--- src/design/pfb_pkg.sv ---
// ----------------------------------------------------------------------------
// pfb_pkg
// shared types for the planar framebuffer: action codes, controller commands
// and datapath status
// ----------------------------------------------------------------------------
`default_nettype none

package pfb_pkg;

  typedef enum logic [1:0] {
    ACT_PLOT = 2'd0,
    ACT_FILL = 2'd1,
    ACT_READ = 2'd2,
    ACT_NONE = 2'd3
  } pfb_act_e;

  // commands from the controller to the datapath
  typedef struct packed {
    logic load;      // capture an accepted word
    logic setup;     // row base multiply, walk start
    logic clr;       // clearing pass write
    logic pt_wr;     // point write-back or colour capture
    logic fl_wr;     // fill write-back of one byte column
    logic col_step;  // next byte column
    logic row_step;  // next row of the rectangle
    logic res_load;  // load the result register
  } pfb_cmd_t;

  // status from the datapath to the controller
  typedef struct packed {
    logic     clr_last;
    logic     off;
    logic     empty;
    pfb_act_e act;
    logic     col_last;
    logic     row_last;
  } pfb_status_t;

endpackage

`default_nettype wire

--- src/design/pfb_ctrl.sv ---
// ----------------------------------------------------------------------------
// pfb_ctrl
// framebuffer controller: clearing pass, handshakes and the walk sequence
// ----------------------------------------------------------------------------
`default_nettype none

module pfb_ctrl (
  input  wire                  clk_i,
  input  wire                  rst_ni,
  input  wire                  in_valid_i,
  output logic                 in_stall_o,
  output logic                 out_valid_o,
  input  wire                  out_stall_i,
  input  pfb_pkg::pfb_status_t status_i,
  output pfb_pkg::pfb_cmd_t    cmd_o
);
  import pfb_pkg::*;

  typedef enum logic [2:0] {
    S_CLEAR,
    S_IDLE,
    S_SETUP,
    S_PT_RD,
    S_PT_WR,
    S_FL_RD,
    S_FL_WR,
    S_DONE
  } state_e;

  state_e state_q;
  logic   out_valid_q;

  always_comb begin
    cmd_o = '0;
    unique case (state_q)
      S_CLEAR: cmd_o.clr   = 1'b1;
      S_IDLE:  cmd_o.load  = in_valid_i;
      S_SETUP: cmd_o.setup = 1'b1;
      S_PT_RD: ;
      S_PT_WR: cmd_o.pt_wr = 1'b1;
      S_FL_RD: ;
      S_FL_WR: begin
        cmd_o.fl_wr    = 1'b1;
        cmd_o.col_step = !status_i.col_last;
        cmd_o.row_step = status_i.col_last && !status_i.row_last;
      end
      S_DONE:  cmd_o.res_load = !out_valid_q || !out_stall_i;
    endcase
  end

  always_ff @(posedge clk_i or negedge rst_ni) begin
    if (!rst_ni) begin
      state_q     <= S_CLEAR;
      out_valid_q <= 1'b0;
    end else begin
      if (cmd_o.res_load) begin
        out_valid_q <= 1'b1;
      end else if (!out_stall_i) begin
        out_valid_q <= 1'b0;
      end
      unique case (state_q)
        S_CLEAR: begin
          if (status_i.clr_last) begin
            state_q <= S_IDLE;
          end
        end
        S_IDLE: begin
          if (in_valid_i) begin
            state_q <= S_SETUP;
          end
        end
        S_SETUP: begin
          priority if (status_i.off || (status_i.act == ACT_NONE)) begin
            state_q <= S_DONE;
          end else if (status_i.act == ACT_FILL) begin
            state_q <= status_i.empty ? S_DONE : S_FL_RD;
          end else begin
            state_q <= S_PT_RD;
          end
        end
        S_PT_RD: state_q <= S_PT_WR;
        S_PT_WR: state_q <= S_DONE;
        S_FL_RD: state_q <= S_FL_WR;
        S_FL_WR: begin
          if (status_i.col_last && status_i.row_last) begin
            state_q <= S_DONE;
          end else begin
            state_q <= S_FL_RD;
          end
        end
        S_DONE: begin
          if (cmd_o.res_load) begin
            state_q <= S_IDLE;
          end
        end
      endcase
    end
  end

  assign in_stall_o  = (state_q != S_IDLE);
  assign out_valid_o = out_valid_q;

endmodule

`default_nettype wire

--- config.mk ---
export PLATFORM = sky130hd
export DESIGN_NAME = pfb_ctrl
export DESIGN_NICKNAME = d
export VERILOG_FILES = /design/src/design/pfb_pkg.sv /design/src/design/pfb_ctrl.sv
export SDC_FILE = /design/constraint.sdc
export NUM_CORES = 1
export LEC_CHECK = 0
export BUFFER_PORTS_ARGS = -buffer_cell sky130_fd_sc_hd__buf_2
export CORE_AREA = 10 10 47 49
export DETAILED_ROUTE_END_ITERATION = 10
export DIE_AREA = 0 0 57 59
export HOLD_SLACK_MARGIN = 0.15
export PLACE_DENSITY = 0.55
export SLEW_MARGIN = 20
export SYNTH_ARGS = -nofsm -noshare
export SYNTH_HDL_FRONTEND = slang
export SYNTH_SLANG_ARGS = --single-unit
--- constraint.sdc ---
create_clock -name clk_i -period 1.45 [get_ports clk_i]
set_clock_uncertainty 0.2 [all_clocks]
set_input_delay 0.29 -clock clk_i [delete_from_list [all_inputs] [get_ports clk_i]]
set_output_delay 0.29 -clock clk_i [all_outputs]
set_load 0.005 [all_outputs]
After elaboration in Yosys (flattened, before gate mapping)
Index checks and enable logic that the tools add are counted.
- register bits: 4
- latch bits: 0
- RAM bits: 0
- memory bits (read-only): 0
- input port bits: 11
- output and inout bits: 10
- word-level logic and storage cells: 42
- memories: 0
- add/sub/neg operators: 0
- multipliers: 0
- divide/modulo/power cells: 0
- magnitude comparators: 0
- equal/unequal tests: 14
- shift-type cells: 0
- multiplexer cells: 16
- bitwise logic cells: 0
- reductions and logical operators: 10
- operators by type and width (kind ; count):
    3-bit case mux with 8 select lines ; 1
    3-bit 2-to-1 mux ; 6
    3-bit equality test, second input constant ; 4
    1-bit 2-to-1 mux ; 7
    3-bit by 2-bit equality test with 1-bit output, second input constant ; 2
    2-bit != test, second input constant ; 3
    1-bit logical NOT ; 4
    2-bit 2-to-1 mux ; 2
    3-bit by 1-bit equality test with 1-bit output, second input constant ; 1
    3-bit logical NOT ; 1
    3-bit by 1-bit != test with 1-bit output, second input constant ; 1
    3-bit AND reduction ; 1
    2-bit by 1-bit equality test with 1-bit output, second input constant ; 1
    2-bit equality test, second input constant ; 1
    1-bit logical AND ; 2
    1-bit logical OR ; 2
    2-bit by 1-bit != test with 1-bit output, second input constant ; 1

Longest topological paths before layout
Gate-level depths: netlist (run 1).
- depth in word-level cells: 5
- depth in mapped cells: 4
- gate-level depth less buffers: 3

Worst setup path after synthesis (run 1)
OpenSTA, ideal clock, no wires.
- path type: reg2out
- start: register state_q[0]
- end: output port cmd_o[7] (netlist name)
- arrival time: 0.971 ns
- data required time: 0.960 ns
- slack: -0.011 ns
- stages on the path, launching flop included: 5
- buffers on the path: 1
- cell sequence: dfrtp_1 buf_6 inv_1 or3_4 nor2_1
- RTL lines (what ; RTL line ; source):
    from (decl) ; pfb_ctrl.sv:30 ; state_e state_q;
    from (signal assigned) ; pfb_ctrl.sv:76 ; state_q <= status_i.empty ? S_DONE : S_FL_RD;
    to (decl) ; pfb_ctrl.sv:15 ; output pfb_pkg::pfb_cmd_t cmd_o

==> flow_summary.json, run 1 <==
{
  "drt_iter0_drc": 4,
  "syn_inst": 39,
  "num_antenna_cells": 0,
  "violations": "negative setup slack",
  "rr_worst_depth": 6,
  "root_buffer": "clkbuf_4",
  "antenna_found_initial": 0,
  "initial_core_util_pct": 21.6,
  "synth_seq_cells": 4,
  "grt_pass1_wl_um": 1810,
  "sw_frac_of_total_pct": 37.1,
  "rr_endpoint": "state_q[1]",
  "power_uw": 1210,
  "finalHoldViolCount": 0,
  "cts_tree": "yes",
  "stdcell_count": 92,
  "drv_cap": 0,
  "vias_per_cell": 4.55,
  "r2r-start": "state_q[2]",
  "cts.sinks": 4,
  "leakagePower_uw": 0.000316,
  "critPathRequiredTime_ns": 0.96,
  "syn-num-nets": 50,
  "cts.reportedPaths.clkPinSlew_ns": 0.04,
  "critPathCaptureType": "output pin",
  "cp_num_cells": 3,
  "globalplace.congestion": 0.723,
  "synth_largest_area_cell": "dfrtp_1",
  "rsz0062_at_grt": "yes",
  "period_minus_slack_ns": 1.72,
  "layout-drive-gt1-share_pct": 65.8,
  "drc": 0,
  "max-vdd-ir-drop_mv": 0.931,
  "grt-ovfl-total": 0,
  "ant_nets": 0,
  "synth_top_cell_area_share_pct": 33.1,
  "setup_viol": 10,
  "r2r_slack_ns": -0.05,
  "die-height_um": 59,
  "wirelength_um": 1080,
  "start_kind": "flop",
  "crit_path_max_incr_delay_ns": 0.40,
  "port_buffers": 20,
  "power.switching_uw": 449,
  "syn2layout_area_growth_pct": 105,
  "hp-class": "input port to asynchronous set/reset pin",
  "grt_usage_pct": 6.46,
  "ys_seq_area_share_pct": 33.1,
  "grt_start_max_net_pins": 8,
  "yosys-top-cells-area": "dfrtp_1 33%, a21oi_1 6.6%, nand2_1 6.2%",
  "pwr-share-comb_pct": 68.9,
  "cts_buffer_depth": 2,
  "avgSynthCellArea_um2": 7.76,
  "final_util_pct": 44.4,
  "placed_cells_incl_taps": 81,
  "critPathKind": "flop to output pin",
  "num_rows": 14,
  "drt_pass1_iterations": 2,
  "cp-startpoint": "state_q[1]",
  "crit_path_cell_trace": "or3_4 -> nor2_2 -> buf_2",
  "h-tree-depth": 1,
  "synth_area_um2": 303,
  "first_global_vias": 446,
  "synth.distinct_cells": 20,
  "crit_end": "cmd_o[7]",
  "status": "finished with violations",
  "synth_warnings": 0,
  "ios": 21,
  "worstMarginPinSlew_ns": 0.283,
  "final_nets": 89,
  "seqPwrFrac_pct": 19.5,
  "path_buf_inv": 1,
  "clk_latency_ns": 0.23,
  "worst-path-max-fanout": 4,
  "core-area_um2": 1400,
  "cp_top_family": "simple AND/OR/NAND/NOR gates",
  "cellPowerDensity_nw_per_um2": 1940,
  "setup_slack_ns": -0.267,
  "place_ws_ns": -0.0727,
  "vias": 419,
  "maxSlewViolCount": 0,
  "crit_arrival_ns": 1.23,
  "fmaxAchievable_ghz": 0.582,
  "die_w_um": 57,
  "hold_ws_ns": 0.190,
  "slew_headroom_pct": 80.8,
  "period_share_pct": 118,
  "wire_per_inst_um": 11.7,
  "die_area_um2": 3360,
  "cts_buffers": 3,
  "crit_slowest_cell": "dfrtp_1",
  "hpwlAfterDp_um": 805,
  "p_clk_share_pct": 11.6,
  "power.internal_uw": 760
}
kinds of logic after synthesis:
kind of cell / count (synthesis) / share of synthesized area, %
AND/OR/NAND/NOR: 20 / 36.4
AO/OA/AOI/OAI: 9 / 19.8
buffers and inverters: 6 / 10.7
flip-flops: 4 / 33.1
through the flow:
| stage | cell area, µm² | setup TNS (ns) |
|---|---|---|
| detailed placement | 472 | -0.0987 |
| CTS | 583 | -1.90 |
| floorplan | 305 | 0 |
| finish | 622 | -1.85 |
| global placement | 472 | -0.0857 |
| global route | 622 | -2.62 |
worst min path at each step:
stage / startpoint / end / cells past startpoint
after floorplan: rst_ni / out_valid_o / 0
after global placement: rst_ni / out_valid_o / 1
after detailed placement: rst_ni / out_valid_o / 1
after CTS: rst_ni / state_q[1] / 2
after global routing: rst_ni / out_valid_o / 2
final: rst_ni / out_valid_o / 2
repair_timing:
action                                 4_1_cts  5_1_grt
setup endpoints to repair                    9       12
endpoints found under the hold margin        5        0
pin swaps                                    2        5
hold buffers                                 2        0
gates resized for setup                      8        9
setup buffers                                5        2
layout make-up:
class	instances	area [µm²]
fillers	146	779
well taps	16	20.0
clock buffers	3	22.5
flip-flops and latches	4	101
multi-input cells	29	211
repair buffers	37	255
inverters	3	11.3
routing by layer:
layer / up-vias / part of all wire, % / track usage (%)
li1: 211 / - / -
met1: 193 / 43 / 6.35
met2: 15 / 50 / 11.6
met3: 0 / 6.9 / 3.22
met4: 0 / 0 / 2.01
met5: - / 0 / 0
synthesized netlist by cell type (all sizes together):
| cell | number |
|---|---|
| a21oi | 4 |
| nor2b | 1 |
| and2b | 1 |
| buf | 3 |
| o21ai | 1 |
| nor3 | 2 |
| or3 | 2 |
| a21boi | 1 |
| nand3 | 2 |
| nor4b | 1 |
| nor2 | 4 |
| a32o | 1 |
| inv | 3 |
| nor3b | 2 |
| nand2 | 5 |
| dfrtp | 4 |
| o32a | 1 |
| a211oi | 1 |
flip-flops by register name (all words and copies together), names as in the netlist:
register     count
out_valid_o      1
state_q          3
power by group through the flow:
stage | clock (µW) | combinational, µW | sequential [µW]
3_5_place_dp | 0 | 581 | 232
4_1_cts | 139 | 747 | 225
6_report | 140 | 833 | 235
3_3_place_gp | 0 | 577 | 230
2_1_floorplan | 0 | 334 | 202
5_1_grt | 153 | 917 | 248
cells in the final DEF (no fill, tap or decap), types with 2 or more instances in the layout:
cell / instances
buf_6: 6
nand3_1: 2
buf_4: 9
a21oi_2: 2
nor2_1: 3
a21oi_1: 2
nand2_2: 2
inv_1: 3
nand2_1: 3
nor3b_2: 2
buf_2: 20
dlygate4sd3_1: 2
clkbuf_4: 3
dfrtp_1: 3
No activity file was read; power rests on OpenSTA's default activity.
==> run 2: changes to the inputs <==
--- a/config.mk
+++ b/config.mk
@@ -11,6 +11,7 @@
 export DIE_AREA = 0 0 57 59
 export HOLD_SLACK_MARGIN = 0.15
 export PLACE_DENSITY = 0.55
+export SETUP_SLACK_MARGIN = 0.05
 export SLEW_MARGIN = 20
 export SYNTH_ARGS = -nofsm -noshare
 export SYNTH_HDL_FRONTEND = slang
==> flow_summary.json, run 2 (synthesis results as in run 1) <==
{
  "hpwlAfterDp_um": 807,
  "status": "finished with violations",
  "ant_nets": 0,
  "drt_iter0_drc": 8,
  "fmaxAchievable_ghz": 0.578,
  "maxSlewViolCount": 0,
  "port_buffers": 20,
  "min_delay_worst_endpoint": "out_valid_o",
  "final_common_cell": "buf_2",
  "drv_cap": 0,
  "die-height_um": 59,
  "vias_per_cell": 4.69,
  "wirelength_um": 1170,
  "leakagePower_uw": 0.000321,
  "sw_frac_of_total_pct": 39.0,
  "worstMarginPinSlew_ns": 0.391,
  "power.switching_uw": 495,
  "finalHoldViolCount": 0,
  "cts.reportedPaths.clkPinSlew_ns": 0.04,
  "root_buffer": "clkbuf_4",
  "rr_worst_depth": 5,
  "r2r_slack_ns": -0.09,
  "pwr-share-comb_pct": 70.9,
  "core-area_um2": 1400,
  "ios": 21,
  "syn2layout_area_growth_pct": 111,
  "grt-ovfl-total": 0,
  "largest_reg_flops": 3,
  "worst-path-max-fanout": 4,
  "violations": "negative setup slack",
  "num_rows": 14,
  "globalplace.congestion": 0.732,
  "clk_latency_ns": 0.23,
  "period_minus_slack_ns": 1.73,
  "cp_num_cells": 3,
  "cts_buffer_depth": 2,
  "start_kind": "flop",
  "die_w_um": 57,
  "power_uw": 1270,
  "r2r-start": "state_q[0]",
  "crit_arrival_ns": 1.24,
  "setup_viol": 11,
  "drt_pass1_iterations": 4,
  "wire_per_inst_um": 12.8,
  "top_register": "state_q",
  "power.internal_uw": 773,
  "setup_slack_ns": -0.281,
  "initial_core_util_pct": 21.6,
  "ctsHoldBuffers": 2,
  "cp_top_family": "simple AND/OR/NAND/NOR gates",
  "drc": 0,
  "seqPwrFrac_pct": 18.4,
  "crit_path_max_incr_delay_ns": 0.41,
  "cts.sinks": 4,
  "final_util_pct": 45.6,
  "grt_usage_pct": 6.20,
  "whs_path_depth": 3,
  "max-vdd-ir-drop_mv": 1.01,
  "slew_headroom_pct": 73.6,
  "layout-drive-gt1-share_pct": 70.7,
  "holdCritStartpoint": "out_stall_i",
  "period_share_pct": 119,
  "critPathKind": "flop to output pin",
  "cellPowerDensity_nw_per_um2": 1980,
  "first_global_vias": 419,
  "critPathRequiredTime_ns": 0.96,
  "place_ws_ns": -0.0713,
  "hp-class": "input port to flop",
  "rsz0062_at_grt": "yes",
  "vias": 427,
  "antenna_found_initial": 0,
  "cts_buffers": 3,
  "cts_tree": "yes",
  "crit_slowest_cell": "dfrtp_1",
  "critPathCaptureType": "output pin",
  "path_buf_inv": 1,
  "final.setup.tns_ns": -2.33,
  "grt_start_max_net_pins": 11,
  "p_clk_share_pct": 10.7,
  "final_nets": 88,
  "die_area_um2": 3360,
  "h-tree-depth": 1,
  "rr_endpoint": "state_q[2]",
  "final_cell_mix": "20 x buf_2, 9 x buf_4, 5 x buf_6",
  "crit_path_cell_trace": "or3_4 -> nor2_2 -> buf_2",
  "grt_pass1_wl_um": 1740,
  "num_antenna_cells": 0
}
[run 2: layout make-up]
class / instances / area [µm²]
inverters: 3 / 11.3
flip-flops and latches: 4 / 101
clock buffers: 3 / 22.5
well taps: 16 / 20.0
repair buffers: 36 / 249
fillers: 153 / 762
multi-input cells: 29 / 235
[run 2: timing repair]
item / 4_1_cts / 5_1_grt
endpoints found under the setup margin: 11 / 13
endpoints found under the hold margin: 5 / 1
pin swaps: 4 / 6
gates resized for setup: 6 / 16
setup buffers: 2 / 6
[run 2: worst max-delay path by stage]
stage / start / endpoint / slack, ns
after floorplan: state_q[0] / cmd_o[7] / 0.004
after global placement: state_q[0] / cmd_o[1] / -0.05
after CTS: state_q[0] / cmd_o[7] / -0.30
after detailed placement: state_q[0] / cmd_o[1] / -0.07
final: state_q[1] / cmd_o[7] / -0.28
after global routing: state_q[0] / cmd_o[7] / -0.34
[run 2: through the flow]
stage | cells | area (µm²) | hold slack [ns]
global route | 91 | 639 | 0.118
detailed placement | 79 | 457 | -0.0991
finish | 91 | 639 | 0.103
floorplan | 39 | 305 | -0.206
global placement | 79 | 457 | -0.102
CTS | 86 | 536 | 0.179
[run 2: power by group through the flow]
stage                     logic, µW  registers [µW]  clock network (µW)
after floorplan                 334             202                   0
after global placement          546             229                   0
after detailed placement        548             230                   0
after CTS                       646             225                 148
after global routing            977             244                 152
final                           899             233                 136
[run 2: worst reg2reg max path, stage by stage (launching register included)]
cell and delay [ns]:
dfrtp_1 0.41, buf_4 0.15, buf_6 0.13, or3_1 0.36
a21oi_1 0.13, nor2_1 0.05
[run 2: metal layers]
| layer | wire length (µm) | part of all wire [%] | GRT usage, % |
|---|---|---|---|
| met1 | 477 | 41 | 6.72 |
| met5 | 0 | 0 | 0 |
| met2 | 580 | 50 | 9.77 |
| met4 | 0 | 0 | 3.02 |
| met3 | 108 | 9.3 | 3.22 |
==> run 3: changes to the inputs <==
--- a/config.mk
+++ b/config.mk
@@ -10,7 +10,8 @@
 export DETAILED_ROUTE_END_ITERATION = 10
 export DIE_AREA = 0 0 57 59
 export HOLD_SLACK_MARGIN = 0.15
-export PLACE_DENSITY = 0.55
+export PLACE_DENSITY = 0.5
+export REMOVE_ABC_BUFFERS = 1
 export SETUP_SLACK_MARGIN = 0.05
 export SLEW_MARGIN = 20
 export SYNTH_ARGS = -nofsm -noshare
==> constraint.sdc (replaced) <==
create_clock -name clk_i -period 2.2 [get_ports clk_i]
set_clock_uncertainty 0.2 [all_clocks]
set_input_delay 0.44 -clock clk_i [delete_from_list [all_inputs] [get_ports clk_i]]
set_output_delay 0.44 -clock clk_i [all_outputs]
set_load 0.005 [all_outputs]
==> flow_summary.json, run 3 (synthesis results as in run 1) <==
{
  "worstMarginPinSlew_ns": 0.322,
  "post-cts-setup-buffers": 0,
  "vias_per_cell": 4.44,
  "cts_buffer_depth": 2,
  "drv_cap": 0,
  "critPathKind": "flop to output pin",
  "final_nets": 74,
  "path_buf_inv": 1,
  "maxSlewViolCount": 0,
  "place_ws_ns": 0.379,
  "ant_nets": 0,
  "cts.reportedPaths.clkPinSlew_ns": 0.04,
  "period_share_pct": 91.5,
  "h-tree-depth": 1,
  "ios": 21,
  "hp-class": "input port to flop",
  "r2r-start": "state_q[1]",
  "grt-ovfl-total": 0,
  "first_global_vias": 336,
  "core-area_um2": 1400,
  "drt_iter0_drc": 3,
  "wire_per_inst_um": 11.4,
  "cellPowerDensity_nw_per_um2": 1160,
  "cts_buffers": 3,
  "slew_headroom_pct": 78.5,
  "start_kind": "flop",
  "grt_usage_pct": 5.07,
  "worst-path-max-fanout": 11,
  "crit_path_max_incr_delay_ns": 0.46,
  "finalHoldViolCount": 0,
  "drc": 0,
  "status": "finished clean",
  "rr_endpoint": "state_q[1]",
  "layout-drive-gt1-share_pct": 44.3,
  "die-height_um": 59,
  "globalplace.congestion": 0.680,
  "cts.sinks": 4,
  "setup_slack_ns": 0.186,
  "root_buffer": "clkbuf_4",
  "leakagePower_uw": 0.000230,
  "largest_reg_flops": 3,
  "num_antenna_cells": 0,
  "syn2layout_area_growth_pct": 46.3,
  "period_minus_slack_ns": 2.01,
  "rr_worst_depth": 4,
  "num_rows": 14,
  "setup_viol": 0,
  "clk_latency_ns": 0.23,
  "grt_pass1_wl_um": 1370,
  "rsz0062_at_grt": "no",
  "crit_path_cell_trace": "and2b_2 -> nand2_1 -> nor3b_1 -> buf_2",
  "port_buffers": 20,
  "fmaxAchievable_ghz": 0.497,
  "max-vdd-ir-drop_mv": 0.498,
  "final_util_pct": 31.6,
  "crit_end": "cmd_o[1]",
  "wirelength_um": 880,
  "cts_tree": "yes",
  "critPathRequiredTime_ns": 1.56,
  "die_w_um": 57,
  "critPathCaptureType": "output pin",
  "cp_top_family": "simple AND/OR/NAND/NOR gates",
  "placed_cells_incl_taps": 73,
  "cp-startpoint": "state_q[0]",
  "r2r_slack_ns": 0.81,
  "die_area_um2": 3360,
  "final.setup.tns_ns": 0,
  "final_cell_mix": "20 x buf_2, 5 x nand2_1, 4 x nor2_1, 4 x a21oi_1",
  "top_register": "state_q",
  "grt_start_max_net_pins": 13,
  "drt_pass1_iterations": 4,
  "crit_slowest_cell": "dfrtp_2",
  "initial_core_util_pct": 21.6,
  "antenna_found_initial": 0,
  "cp_num_cells": 4,
  "final_common_cell": "buf_2",
  "stdcell_count": 77,
  "vias": 342,
  "crit_arrival_ns": 1.37
}
==> run 3: cell types whose count changed in the layout (fill, tap and decap cells not counted), sizes merged <==
cell / change
buf: -14
==> run 3: layout make-up <==
type | count | area, µm²
sequential | 4 | 101
multi-input combinational | 29 | 170
clock buffer | 3 | 22.5
inverter | 3 | 11.3
timing repair buffer | 22 | 118
tap | 16 | 20.0
fill | 160 | 958
==> run 3: worst min path at each step <==
stage,start,endpoint,cells past startpoint
finish,out_stall_i,out_valid_o,3
global route,out_stall_i,out_valid_o,3
CTS,out_stall_i,out_valid_o,3
detailed placement,rst_ni,out_valid_o,1
global placement,rst_ni,state_q[2],1
floorplan,rst_ni,out_valid_o,0
==> run 3: repair_timing <==
action,CTS,global route
hold endpoints to repair,4,0
endpoints found under the setup margin,0,2
resized for setup,0,1
hold buffers,1,0
==> run 3: metrics by stage <==
| step | cell area, µm² | power (µW) | hold slack (ns) |
|---|---|---|---|
| after CTS | 442 | 528 | 0.243 |
| final | 443 | 514 | 0.251 |
| after global routing | 443 | 573 | 0.248 |
| after global placement | 409 | 432 | 0.0470 |
| after floorplan | 282 | 319 | -0.0556 |
| after detailed placement | 409 | 431 | 0.0453 |
==> run 3: worst reg2reg max path, stage by stage (launching register included) <==
cell and delay [ns]:
dfrtp_1 0.44, buf_4 0.19, a211oi_1 0.18, a21oi_1 0.06, a32o_1 0.21
==> run 3: power breakdown <==
group          switching, µW  internal (µW)
sequential              68.3            112
clock                   26.7           60.8
combinational            109            137
==> run 3: per-layer routing <==
metal / track usage [%] / up-vias / wire (µm)
met5: 0 / - / 0
met4: 4.03 / 0 / 0
met3: 2.15 / 0 / 72
met2: 8.37 / 11 / 463
li1: - / 180 / -
met1: 4.90 / 151 / 344
